File: src/sbsr_pkg.sv
// Shared types and constants for the single-wire sensor reader.
// Holds the configuration and result structs, register indexes and error codes.
// No dependencies.
`default_nettype none

package sbsr_pkg;

    // Width of the received frame (five bytes)
    localparam int FRAME_W        = 40;
    localparam int FRAME_BITS_DEF = 40;

    // Configuration register indexes and reset values
    localparam int CFG_ADDR_W = 2;
    localparam int CFG_DATA_W = 16;
    localparam logic [CFG_ADDR_W-1:0] CFG_START_LOW   = 2'd0;
    localparam logic [CFG_ADDR_W-1:0] CFG_ACK_TIMEOUT = 2'd1;
    localparam logic [CFG_ADDR_W-1:0] CFG_ONE_THRESH  = 2'd2;
    localparam logic [15:0] START_LOW_RST   = 16'd1000;
    localparam logic [15:0] ACK_TIMEOUT_RST = 16'd10000;
    localparam logic [7:0]  ONE_THRESH_RST  = 8'd55;

    // Error codes
    localparam logic [2:0] ERR_NONE      = 3'd0;
    localparam logic [2:0] ERR_NO_ACK_LO = 3'd1;
    localparam logic [2:0] ERR_NO_ACK_HI = 3'd2;
    localparam logic [2:0] ERR_NO_FINAL  = 3'd3;
    localparam logic [2:0] ERR_CHECKSUM  = 3'd4;

    // Stream widths
    localparam int IN_TDATA_W  = 8;
    localparam int RES_W       = 39;
    localparam int OUT_TDATA_W = 40;

    typedef struct packed {
        logic [15:0] start_low;
        logic [15:0] ack_timeout;
        logic [7:0]  one_thresh;
    } cfg_t;

    // Last member sits in the lowest bits
    typedef struct packed {
        logic [15:0]        hum_tenths;
        logic signed [15:0] temperature_x10;
        logic [2:0]         err_code;
        logic               valid_res;
        logic               done_res;
        logic               busy_res;
        logic               drive_low;
    } res_t;

endpackage

`default_nettype wire

File: src/single_bus_sensor_reader.sv
// Single-wire humidity and temperature sensor reader, one line tick per request.
// Result path: input register, then the sequencer step into the output buffer head on offer.
// Throughput: one request per cycle while the output buffer has room, set by the single-step sequencer update.
// A two-entry output buffer keeps input flowing while a result waits.
// Reset (aresetn low, synchronous): idle, counters and results zero, registers to defaults.
// Depends on sbsr_pkg, sbsr_fsm and sbsr_out_buf.
`default_nettype none

module single_bus_sensor_reader
    import sbsr_pkg::*;
#(
    parameter int FRAME_BITS = FRAME_BITS_DEF
) (
    input  wire logic                  aclk,
    input  wire logic                  aresetn,
    // Configuration write port
    input  wire logic                  cfg_wr_en,
    input  wire logic [CFG_ADDR_W-1:0] cfg_addr,
    input  wire logic [CFG_DATA_W-1:0] cfg_wdata,
    // Input stream
    input  wire logic                  s_tvalid,
    output logic                       s_tready,
    input  wire logic [IN_TDATA_W-1:0] s_tdata,   // [0] line_level, [1] start_req, rest zero
    // Result stream
    output logic                       m_tvalid,
    input  wire logic                  m_tready,
    // [0] drive_low, [1] busy_res, [2] done_res, [3] valid_res, [6:4] err_code,
    // [22:7] temperature_x10, [38:23] hum_tenths, [39] zero
    output logic [OUT_TDATA_W-1:0]     m_tdata
);

    cfg_t cfg_reg;
    logic in_valid_reg;
    logic in_level_reg;
    logic in_start_reg;
    logic s_accept;
    logic step;
    logic buf_space;
    res_t res;
    res_t out_res;

    // Configuration register writes
    always_ff @(posedge aclk) begin
        if (!aresetn) begin
            cfg_reg.start_low   <= START_LOW_RST;
            cfg_reg.ack_timeout <= ACK_TIMEOUT_RST;
            cfg_reg.one_thresh  <= ONE_THRESH_RST;
        end else if (cfg_wr_en) begin
            unique case (cfg_addr)
                CFG_START_LOW:   cfg_reg.start_low   <= cfg_wdata;
                CFG_ACK_TIMEOUT: cfg_reg.ack_timeout <= cfg_wdata;
                CFG_ONE_THRESH:  cfg_reg.one_thresh  <= cfg_wdata[7:0];
                default: ;
            endcase
        end
    end

    // Input register: advance when the output buffer has room
    assign step     = in_valid_reg && buf_space;
    assign s_tready = !in_valid_reg || step;
    assign s_accept = s_tvalid && s_tready;

    always_ff @(posedge aclk) begin
        if (!aresetn) begin
            in_valid_reg <= 1'b0;
        end else if (s_accept) begin
            in_valid_reg <= 1'b1;
        end else if (step) begin
            in_valid_reg <= 1'b0;
        end
    end

    always_ff @(posedge aclk) begin
        if (s_accept) begin
            in_level_reg <= s_tdata[0];
            in_start_reg <= s_tdata[1];
        end
    end

    sbsr_fsm #(
        .FRAME_BITS (FRAME_BITS)
    ) u_fsm (
        .aclk       (aclk),
        .aresetn    (aresetn),
        .step       (step),
        .line_level (in_level_reg),
        .start_req  (in_start_reg),
        .cfg        (cfg_reg),
        .res        (res)
    );

    sbsr_out_buf u_out_buf (
        .aclk      (aclk),
        .aresetn   (aresetn),
        .push      (step),
        .push_data (res),
        .space     (buf_space),
        .m_tvalid  (m_tvalid),
        .m_tready  (m_tready),
        .m_data    (out_res)
    );

    assign m_tdata = {{(OUT_TDATA_W - RES_W){1'b0}}, out_res};

endmodule

`default_nettype wire

File: src/sbsr_fsm.sv
// Protocol sequencer for the single-wire sensor reader: one line tick per step.
// Depends on sbsr_pkg for the configuration and result types.
`default_nettype none

module sbsr_fsm
    import sbsr_pkg::*;
#(
    parameter int FRAME_BITS = FRAME_BITS_DEF
) (
    input  wire logic aclk,
    input  wire logic aresetn,
    input  wire logic step,
    input  wire logic line_level,
    input  wire logic start_req,
    input  wire cfg_t cfg,
    output res_t      res
);

    localparam int BC_W = $clog2(FRAME_BITS + 1);

    localparam logic [3:0] PH_IDLE        = 4'd0;
    localparam logic [3:0] PH_START       = 4'd1;
    localparam logic [3:0] PH_ACK_LOW     = 4'd2;
    localparam logic [3:0] PH_ACK_HIGH    = 4'd3;
    localparam logic [3:0] PH_ACK_FINAL   = 4'd4;
    localparam logic [3:0] PH_BIT_HIGH    = 4'd5;
    localparam logic [3:0] PH_BIT_MEASURE = 4'd6;

    logic [3:0]         phase_reg, phase_next;
    logic [15:0]        tick_reg, tick_next;
    logic [BC_W-1:0]    bit_cnt_reg, bit_cnt_next;
    logic [FRAME_W-1:0] frame_reg, frame_next;
    logic [15:0]        temp_reg, temp_next;
    logic [15:0]        hum_reg, hum_next;
    logic               valid_reg, valid_next;
    logic [2:0]         err_reg, err_next;
    logic               done;

    logic [16:0]     tick_inc;
    logic [BC_W-1:0] bit_cnt_inc;
    logic            new_bit;
    logic [FRAME_W-1:0] shifted;
    logic [7:0]  b0, b1, b2, b3, b4;
    logic [7:0]  csum;
    logic [15:0] raw_temp;
    logic [15:0] mag;

    assign tick_inc    = {1'b0, tick_reg} + 17'd1;
    assign bit_cnt_inc = bit_cnt_reg + BC_W'(1);
    assign new_bit     = (tick_reg >= {8'd0, cfg.one_thresh});
    assign shifted     = {frame_reg[FRAME_W-2:0], new_bit};

    // Decode the frame as it will stand after the final bit
    assign b0       = shifted[39:32];
    assign b1       = shifted[31:24];
    assign b2       = shifted[23:16];
    assign b3       = shifted[15:8];
    assign b4       = shifted[7:0];
    assign csum     = b0 + b1 + b2 + b3;
    assign raw_temp = {b2, b3};
    assign mag      = {1'b0, raw_temp[14:0]};

    // Next state for one tick
    always_comb begin
        phase_next   = phase_reg;
        tick_next    = tick_reg;
        bit_cnt_next = bit_cnt_reg;
        frame_next   = frame_reg;
        temp_next    = temp_reg;
        hum_next     = hum_reg;
        valid_next   = valid_reg;
        err_next     = err_reg;
        done         = 1'b0;
        unique case (phase_reg)
            PH_IDLE: begin
                if (start_req) begin
                    phase_next   = PH_START;
                    tick_next    = '0;
                    bit_cnt_next = '0;
                    frame_next   = '0;
                    valid_next   = 1'b0;
                end
            end
            PH_START: begin
                if (tick_inc >= {1'b0, cfg.start_low}) begin
                    phase_next = PH_ACK_LOW;
                    tick_next  = '0;
                end else begin
                    tick_next = tick_inc[15:0];
                end
            end
            PH_ACK_LOW, PH_ACK_HIGH, PH_ACK_FINAL: begin
                // Wait for the acknowledge level: low, high, then low
                if (line_level == (phase_reg == PH_ACK_HIGH)) begin
                    phase_next = phase_reg + 4'd1;
                    tick_next  = '0;
                end else if (tick_inc >= {1'b0, cfg.ack_timeout}) begin
                    phase_next = PH_IDLE;
                    tick_next  = '0;
                    valid_next = 1'b0;
                    done       = 1'b1;
                    if (phase_reg == PH_ACK_LOW) begin
                        err_next = ERR_NO_ACK_LO;
                    end else if (phase_reg == PH_ACK_HIGH) begin
                        err_next = ERR_NO_ACK_HI;
                    end else begin
                        err_next = ERR_NO_FINAL;
                    end
                end else begin
                    tick_next = tick_inc[15:0];
                end
            end
            PH_BIT_HIGH: begin
                if (line_level) begin
                    phase_next = PH_BIT_MEASURE;
                    tick_next  = 16'd1;
                end
            end
            PH_BIT_MEASURE: begin
                if (line_level) begin
                    // Saturate the high length
                    if (tick_reg != 16'hFFFF) begin
                        tick_next = tick_inc[15:0];
                    end
                end else begin
                    frame_next   = shifted;
                    bit_cnt_next = bit_cnt_inc;
                    tick_next    = '0;
                    if (bit_cnt_inc >= BC_W'(FRAME_BITS)) begin
                        phase_next   = PH_IDLE;
                        bit_cnt_next = '0;
                        done         = 1'b1;
                        hum_next     = {b0, b1};
                        temp_next    = raw_temp[15] ? (16'd0 - mag) : mag;
                        if (csum != b4) begin
                            valid_next = 1'b0;
                            err_next   = ERR_CHECKSUM;
                        end else begin
                            valid_next = 1'b1;
                            err_next   = ERR_NONE;
                        end
                    end else begin
                        phase_next = PH_BIT_HIGH;
                    end
                end
            end
            default: begin
                phase_next = PH_IDLE;
                tick_next  = '0;
            end
        endcase
    end

    // Advance the state on each processed tick
    always_ff @(posedge aclk) begin
        if (!aresetn) begin
            phase_reg   <= PH_IDLE;
            tick_reg    <= '0;
            bit_cnt_reg <= '0;
            frame_reg   <= '0;
            temp_reg    <= '0;
            hum_reg     <= '0;
            valid_reg   <= 1'b0;
            err_reg     <= ERR_NONE;
        end else if (step) begin
            phase_reg   <= phase_next;
            tick_reg    <= tick_next;
            bit_cnt_reg <= bit_cnt_next;
            frame_reg   <= frame_next;
            temp_reg    <= temp_next;
            hum_reg     <= hum_next;
            valid_reg   <= valid_next;
            err_reg     <= err_next;
        end
    end

    // Result shows the state after this tick
    always_comb begin
        res                 = '0;
        res.drive_low       = (phase_next == PH_START);
        res.busy_res        = (phase_next != PH_IDLE);
        res.done_res        = done;
        res.valid_res       = valid_next;
        res.err_code        = err_next;
        res.temperature_x10 = temp_next;
        res.hum_tenths      = hum_next;
    end

    // A finished reading leaves the sequencer idle
    assert property (@(posedge aclk) disable iff (!aresetn)
        (step && done) |=> (phase_reg == PH_IDLE))
        else $error("sequencer not idle after a reading ended");

    // A good reading never carries an error code
    assert property (@(posedge aclk) disable iff (!aresetn)
        valid_reg |-> (err_reg == ERR_NONE))
        else $error("valid reading with an error code");

    // The request pulse always starts with an empty bit count
    assert property (@(posedge aclk) disable iff (!aresetn)
        (phase_reg == PH_START) |-> (bit_cnt_reg == '0))
        else $error("bit count not cleared during request pulse");

endmodule

`default_nettype wire

File: src/sbsr_out_buf.sv
// Two-entry output buffer for the sensor reader result stream.
// Depends on sbsr_pkg for the result type.
`default_nettype none

module sbsr_out_buf
    import sbsr_pkg::*;
(
    input  wire logic aclk,
    input  wire logic aresetn,
    input  wire logic push,
    input  wire res_t push_data,
    output logic      space,
    output logic      m_tvalid,
    input  wire logic m_tready,
    output res_t      m_data
);

    res_t head_reg, tail_reg;
    logic head_valid_reg, tail_valid_reg;
    logic pop;

    assign pop      = head_valid_reg && m_tready;
    assign space    = !tail_valid_reg;
    assign m_tvalid = head_valid_reg;
    assign m_data   = head_reg;

    // Control: head holds the result on offer, tail catches the one behind
    always_ff @(posedge aclk) begin
        if (!aresetn) begin
            head_valid_reg <= 1'b0;
            tail_valid_reg <= 1'b0;
        end else if (pop) begin
            head_valid_reg <= tail_valid_reg || push;
            tail_valid_reg <= tail_valid_reg && push;
        end else if (push) begin
            head_valid_reg <= 1'b1;
            tail_valid_reg <= head_valid_reg;
        end
    end

    // Payload moves without reset
    always_ff @(posedge aclk) begin
        if (pop) begin
            head_reg <= tail_valid_reg ? tail_reg : push_data;
            if (tail_valid_reg && push) begin
                tail_reg <= push_data;
            end
        end else if (push) begin
            if (head_valid_reg) begin
                tail_reg <= push_data;
            end else begin
                head_reg <= push_data;
            end
        end
    end

    // Tail is only occupied behind a full head
    assert property (@(posedge aclk) disable iff (!aresetn)
        tail_valid_reg |-> head_valid_reg)
        else $error("tail entry held with empty head");

    // A waiting result stays on offer until taken
    assert property (@(posedge aclk) disable iff (!aresetn)
        (head_valid_reg && !m_tready) |=> (head_valid_reg && $stable(head_reg)))
        else $error("stalled result changed");

endmodule

`default_nettype wire

File: config.mk
export PLATFORM = sky130hd
export DESIGN_NAME = single_bus_sensor_reader
export DESIGN_NICKNAME = d
export VERILOG_FILES = /design/src/sbsr_pkg.sv /design/src/single_bus_sensor_reader.sv /design/src/sbsr_fsm.sv /design/src/sbsr_out_buf.sv
export SDC_FILE = /design/constraint.sdc
export NUM_CORES = 1
export LEC_CHECK = 0
export ABC_AREA = 1
export BUFFER_PORTS_ARGS = -buffer_cell sky130_fd_sc_hd__buf_2
export CORE_MARGIN = 1.5
export CORE_UTILIZATION = 66
export CTS_CLUSTER_DIAMETER = 80
export DETAILED_ROUTE_END_ITERATION = 6
export GPL_TIMING_DRIVEN = 0
export PLACE_DENSITY = 0.94
export SLEW_MARGIN = 20
export SYNTH_ARGS = -nofsm -noshare
export SYNTH_HDL_FRONTEND = slang
export SYNTH_HIERARCHICAL = 1
export SYNTH_SLANG_ARGS = --single-unit
File: constraint.sdc
create_clock -name aclk -period 8.3 [get_ports aclk]
set_input_delay 0.415 -clock aclk [delete_from_list [all_inputs] [get_ports aclk]]
set_output_delay 0.415 -clock aclk [all_outputs]
set_load 0.1 [all_outputs]
# --- Yosys cells after proc, flatten, opt, wreduce, memory -nomap -nowiden ---
# Index checks and enable logic that the tools add are counted.
word_totals:
  regBits: 224
  inputBits: 31
  out_inout_bits: 42
  word_cells: 146
op_classes:
  add_sub_neg: 7
  magnitude_cmp: 4
  n_eq_ne: 18
  mux: 64
  reduce_logical: 23
op_table:
  columns: ["operator", "n"]
  rows:
  - ["$mux 39", 10]
  - ["$mux 16", 14]
  - ["$pmux 16 s5", 1]
  - ["$pmux 39 s2", 1]
  - ["$ge 17x16->1", 2]
  - ["$add 8x8->8", 3]
  - ["$mux 4", 6]
  - ["$mux 3", 7]
  - ["$pmux 4 s5", 1]
  - ["$mux 6", 3]
  - ["$add 16x1->17 const B", 1]
  - ["$mux 1", 17]
  - ["$ge 16x8->1", 1]
  - ["$ne 16x16->1 const B", 1]
  - ["$sub 1x15->16 const A", 1]
  - ["$eq 4x3->1 const B", 3]
  - ["$pmux 6 s2", 1]
  - ["$ne 2x2->1 const B", 5]
  - ["$eq 4x1->1 const B", 2]
  - ["$eq 4x2->1 const B", 2]
  - ["$ne 8x8->1", 1]
  - ["$reduce_and 2->1", 4]
  - ["$reduce_and 4->1", 2]
  - ["$reduce_bool 2->1", 4]
  - ["other kinds (18)", 23]

# --- Depth between registers and ports, before layout ---
depth:
  word_depth: 11
  mapped_depth: 25
  mapped_depth_nobuf: 25

# --- Cells and area by module ---
# Netlist, hierarchy kept.
modules_own_cells:
  columns: ["mod", "instances", "cells_each", "area_per_inst_um2", "seq_area_each_um2"]
  rows:
  - ["sbsr_fsm", 1, 1103, 7399.6, 2021.9]
  - ["sbsr_out_buf", 1, 221, 2937.8, 2382.3]
  - ["single_bus_sensor_reader", 1, 242, 1750.4, 880.8]

# --- Least setup slack after synthesis ---
# No wires, ideal clock.
synth_path:
  kind: "reg2reg"
  startpoint: "reg u_out_buf.head_valid_reg, in the netlist u_out_buf/m_tvalid"
  endpoint: "reg u_out_buf.head_reg, in the netlist u_out_buf/m_data[0] (enable)"
  setup_time_ps: 489
  arrival_time_ps: 3617
  required_time_ps: 7811
  setup_slack_ps: 4194
  stages_incl_launch_ff: 2
  n_path_buf: 0
  synth_period_minus_slack_ps: 4106
  path_cell_list: "dfxtp_1 > o21ai_0"
synth_between:
  elab_chain_cells: 3
  word_cells_on_any_way: 4
  cone_classes: "eq/ne (1); reduce/logical (3)"
synth_rtl:
  columns: ["element", "line_no", "source"]
  rows:
  - ["start, declared", "sbsr_out_buf.sv:19", "logic head_valid_reg, tail_valid_reg;"]
  - ["start signal, assigned", "sbsr_out_buf.sv:33", "head_valid_reg <= tail_valid_reg || push;"]
  - ["$logic_and 1x1->1", "sbsr_out_buf.sv:22", "assign pop = head_valid_reg && m_tready;"]
  - ["$ne 2x2->1 (no source line) / $reduce_bool 2->1 (equally long branches)", null, null]
  - ["$reduce_and 2->1 (no source line) (*)", null, null]
  - ["end signal, assigned", "sbsr_out_buf.sv:44", "head_reg <= tail_valid_reg ? tail_reg : push_data;"]
  - ["end signal, assigned", "sbsr_out_buf.sv:52", "head_reg <= push_data;"]
  - ["end, declared", "sbsr_out_buf.sv:18", "res_t head_reg, tail_reg;"]
# Every way passes the cells marked *; elsewhere a longest branch is shown, timed or not.
# A chain may end at the register's enable or synchronous reset.

==> results.md <==
* Status: complete, but fails checks
* Failing checks: DRC
* Synthesized instance count at 1566
* Synth Area in XOR/XNOR at 2.38%
* Synthesized area per cell at 7.72 um2
* RSZ-0062 raised after global routing: false
* Clock Path Buffers at 3
* Fraction of registers with async set/reset at 0%
* Setup TNS at 0 ns
* CP max stage delay at 0.43 ns
* Area Growth Syn to Fin at 12.2%
* Required time worst endpoint at 8.57 ns
* YS warnings at 6
* Placeable Area at 18000 um2
* Height of the die at 138 um
* Slew @ Worst Pin at 0.833 ns
* Clock sinks at 224
* Worst Hold Class: in -> reg
* Most frequent cell after synthesis: nand2_1
* Top cells by count, synth: nand2_1 (424), inv_1 (231), dfxtp_1 (144)
* Area share of the largest cell type after synthesis at 23.8%
* Worst-path cell chain: nand2_1, inv_1, nand4_1, nor3b_2, nand3_1, nor2_1, nand3_1, xor2_1, ha_1, nand4_1, nor4_1, nand2_1, nand3_2, nand2_2, a21oi_1, nand2_1, inv_1, nand2_1, nand2_1, nand2_1
* Peak VDD IR at 0.185 mV
* Routed Antenna Nets at 0
* Simple-gate share of the synthesized area at 25.1%
* H-Tree Depth at 1
* Leakage Power at 6.50 nW
* Clock transition at path regs at 0.06 ns
* Grt ovf at 0
* Worst setup SP type: flop
* Post-synthesis register bit count at 224
* EDFF count, synth at 80
* Starting Density at 67.3%
* Max Slew Vio Count at 0
* Largest net degree at the start of global routing at 40
* Final wirelength at 30700 um
* Endpoints failing hold at 0
* Detail Placement HPWL at 21400 um
* Final Cycle Share at 47.8%
* Crit Path Class: reg -> reg
* Worst-Skew Late Latency at 0.52 ns
* CP max-delay cell: dfxtp_1
* PwrDens at 196 nW/um2
* Synth unique cells at 47
* Clock root buffer: clkbuf_16
* Initial antenna violation count at 0
* Adder-cell share of the synthesized area at 8.01%
* Postcts setup bufs at 0
* Via count at 10900
* Critical Path Most Common Cell: nand2_1
* # hold bufs at CTS at 0
* Post-DR wirelength/cell at 16.1 um
* CTS buffer count at 24
* Vias per cell at 5.72
* RD Place Congestion at 0.968
* Cell taking the most area after synthesis: dfxtp_1
* # diodes at 0
* Largest register FFs at 40
* Max frequency at 0.252 GHz
* Skew final at 0.0128 ns
* Ports at 73
* Max-Cap Viols at 0
* Largest family of logic cells by synthesized area: simple AND/OR/NAND/NOR gates
* Starting DRT DRC Count at 1274
* Share of layout cells above drive strength 1 at 11.6%
* Resized Gates After CTS at 0
* Full die area at 19100 um2
* TritonCTS clock tree: done
* DRT Pass-1 Iters at 7
* Post-layout min period at 3.97 ns
* Worst setup EP type: flop
* Post-synthesis compound-gate area fraction at 10.5%
* Layout net count at 1756
* Main synth FF type: dfxtp_1
* CP delay by family, top: simple AND/OR/NAND/NOR gates
* Number of global-route vias before repair at 10400
* First-pass GRT wire length at 50300 um
* DP Area at 12700 um2
* Synth area leaders: dfxtp_1 (24%), edfxtp_1 (20%), nand2_1 (13%)
* Max-Slew Margin vs Limit at 44.4%
* Chip Width at 138 um
* Post-synthesis instance area at 12100 um2
* CP arrival at 4.24 ns
* Global-route usage over all layers at 31.8%
* Post-synthesis sequential area ratio at 43.7%
* Residual DRC count at 10
* Final setup vio count at 0
* Fill cells at 1171
* Critical path buffer and inverter count at 2
* Post-synthesis net count at 1666
* Portion of netlist area occupied by mux cells at 0%
* Final instance area at 13600 um2
* PortBufs at 63
* Row cnt at 49
* CP Max Fanout at 6
placed cells by master (no fill, tap or decap), drive strengths merged:
cell | Yosys | layout
nor4 | 2 | 2
bufinv | 0 | 3
o211ai | 3 | 3
nand3 | 91 | 91
o21a | 1 | 1
a21boi | 1 | 1
fa | 14 | 14
xor2 | 28 | 28
inv | 244 | 246
nor3b | 1 | 1
nand4 | 35 | 35
dfxtp | 144 | 144
a21oi | 126 | 126
a31oi | 1 | 1
clkinvlp | 0 | 3
or2 | 4 | 4
o21bai | 2 | 2
nand2b | 1 | 1
nor3 | 7 | 7
a22oi | 16 | 16
conb | 1 | 1
nand2 | 434 | 434
edfxtp | 80 | 80
nand3b | 8 | 8
buf | 34 | 98
ha | 55 | 55
o21ai | 84 | 84
clkinv | 1 | 7
clkbuf | 28 | 58
xnor2 | 4 | 4
nor2 | 116 | 116
final timing paths:
kind	startpoint	to	slack, ns	cells past startpoint
setup / recovery	u_fsm/tick_reg[4]	u_out_buf/m_data[1]	4.33	20
hold / removal	s_tdata[1]	in_start_reg	0.07	1
setup reg to reg	u_fsm/tick_reg[4]	u_out_buf/m_data[1]	4.33	20
hold reg to reg	cfg_reg[4]	cfg_reg[4]	0.46	2
metrics by stage:
step / utilization (%) / total power [mW] / instances / setup WS, ns / hold slack [ns]
global route: 75.5 / 2.73 / 1903 / 4.04 / 0.0662
global placement: 70.6 / 1.52 / 1858 / 3.67 / 0.440
detailed placement: 70.9 / 1.54 / 1859 / 4.51 / 0.445
CTS: 75.5 / 2.65 / 1903 / 4.45 / 0.0619
finish: 75.5 / 2.65 / 1903 / 4.33 / 0.0683
floorplan: - / 1.46 / 1566 / 4.19 / 0.429
report_power, final:
| part | total (mW) | switching [mW] | leakage, nW | internal, mW |
|---|---|---|---|---|
| Sequential | 1.20 | 0.0196 | 1.92 | 1.18 |
| Combinational | 0.321 | 0.247 | 4.18 | 0.0743 |
| Clock | 1.13 | 0.457 | 0.402 | 0.673 |
final cells by class:
type | count | area [um2] | share of cell area (%)
clock inverter | 14 | 163 | 1.20
buffer | 62 | 319 | 2.35
multi-input combinational | 1035 | 5570 | 41.1
timing repair buffer | 64 | 343 | 2.53
sequential | 224 | 5290 | 39.0
inverter | 245 | 922 | 6.80
tap | 229 | 287 | 2.11
clock buffer | 30 | 674 | 4.97
layer usage:
metal / global-route usage [%] / vias to the layer above / part of all wire [%]
met5: 0 / - / 0
met4: 12.5 / 0 / 3.5
met3: 4.54 / 103 / 8.1
met2: 56.1 / 606 / 50
met1: 39.4 / 4960 / 38
li1: - / 5210 / -
cells by family (layout without fill, tap and decap cells):
logic type,after synthesis,in the layout
other cells,1,1
flops,224,224
compound gates,234,234
xor+xnor,32,32
simple gates,699,699
fa+ha+maj,69,69
buf+inv,307,415
(Power assumes the default switching activity.)
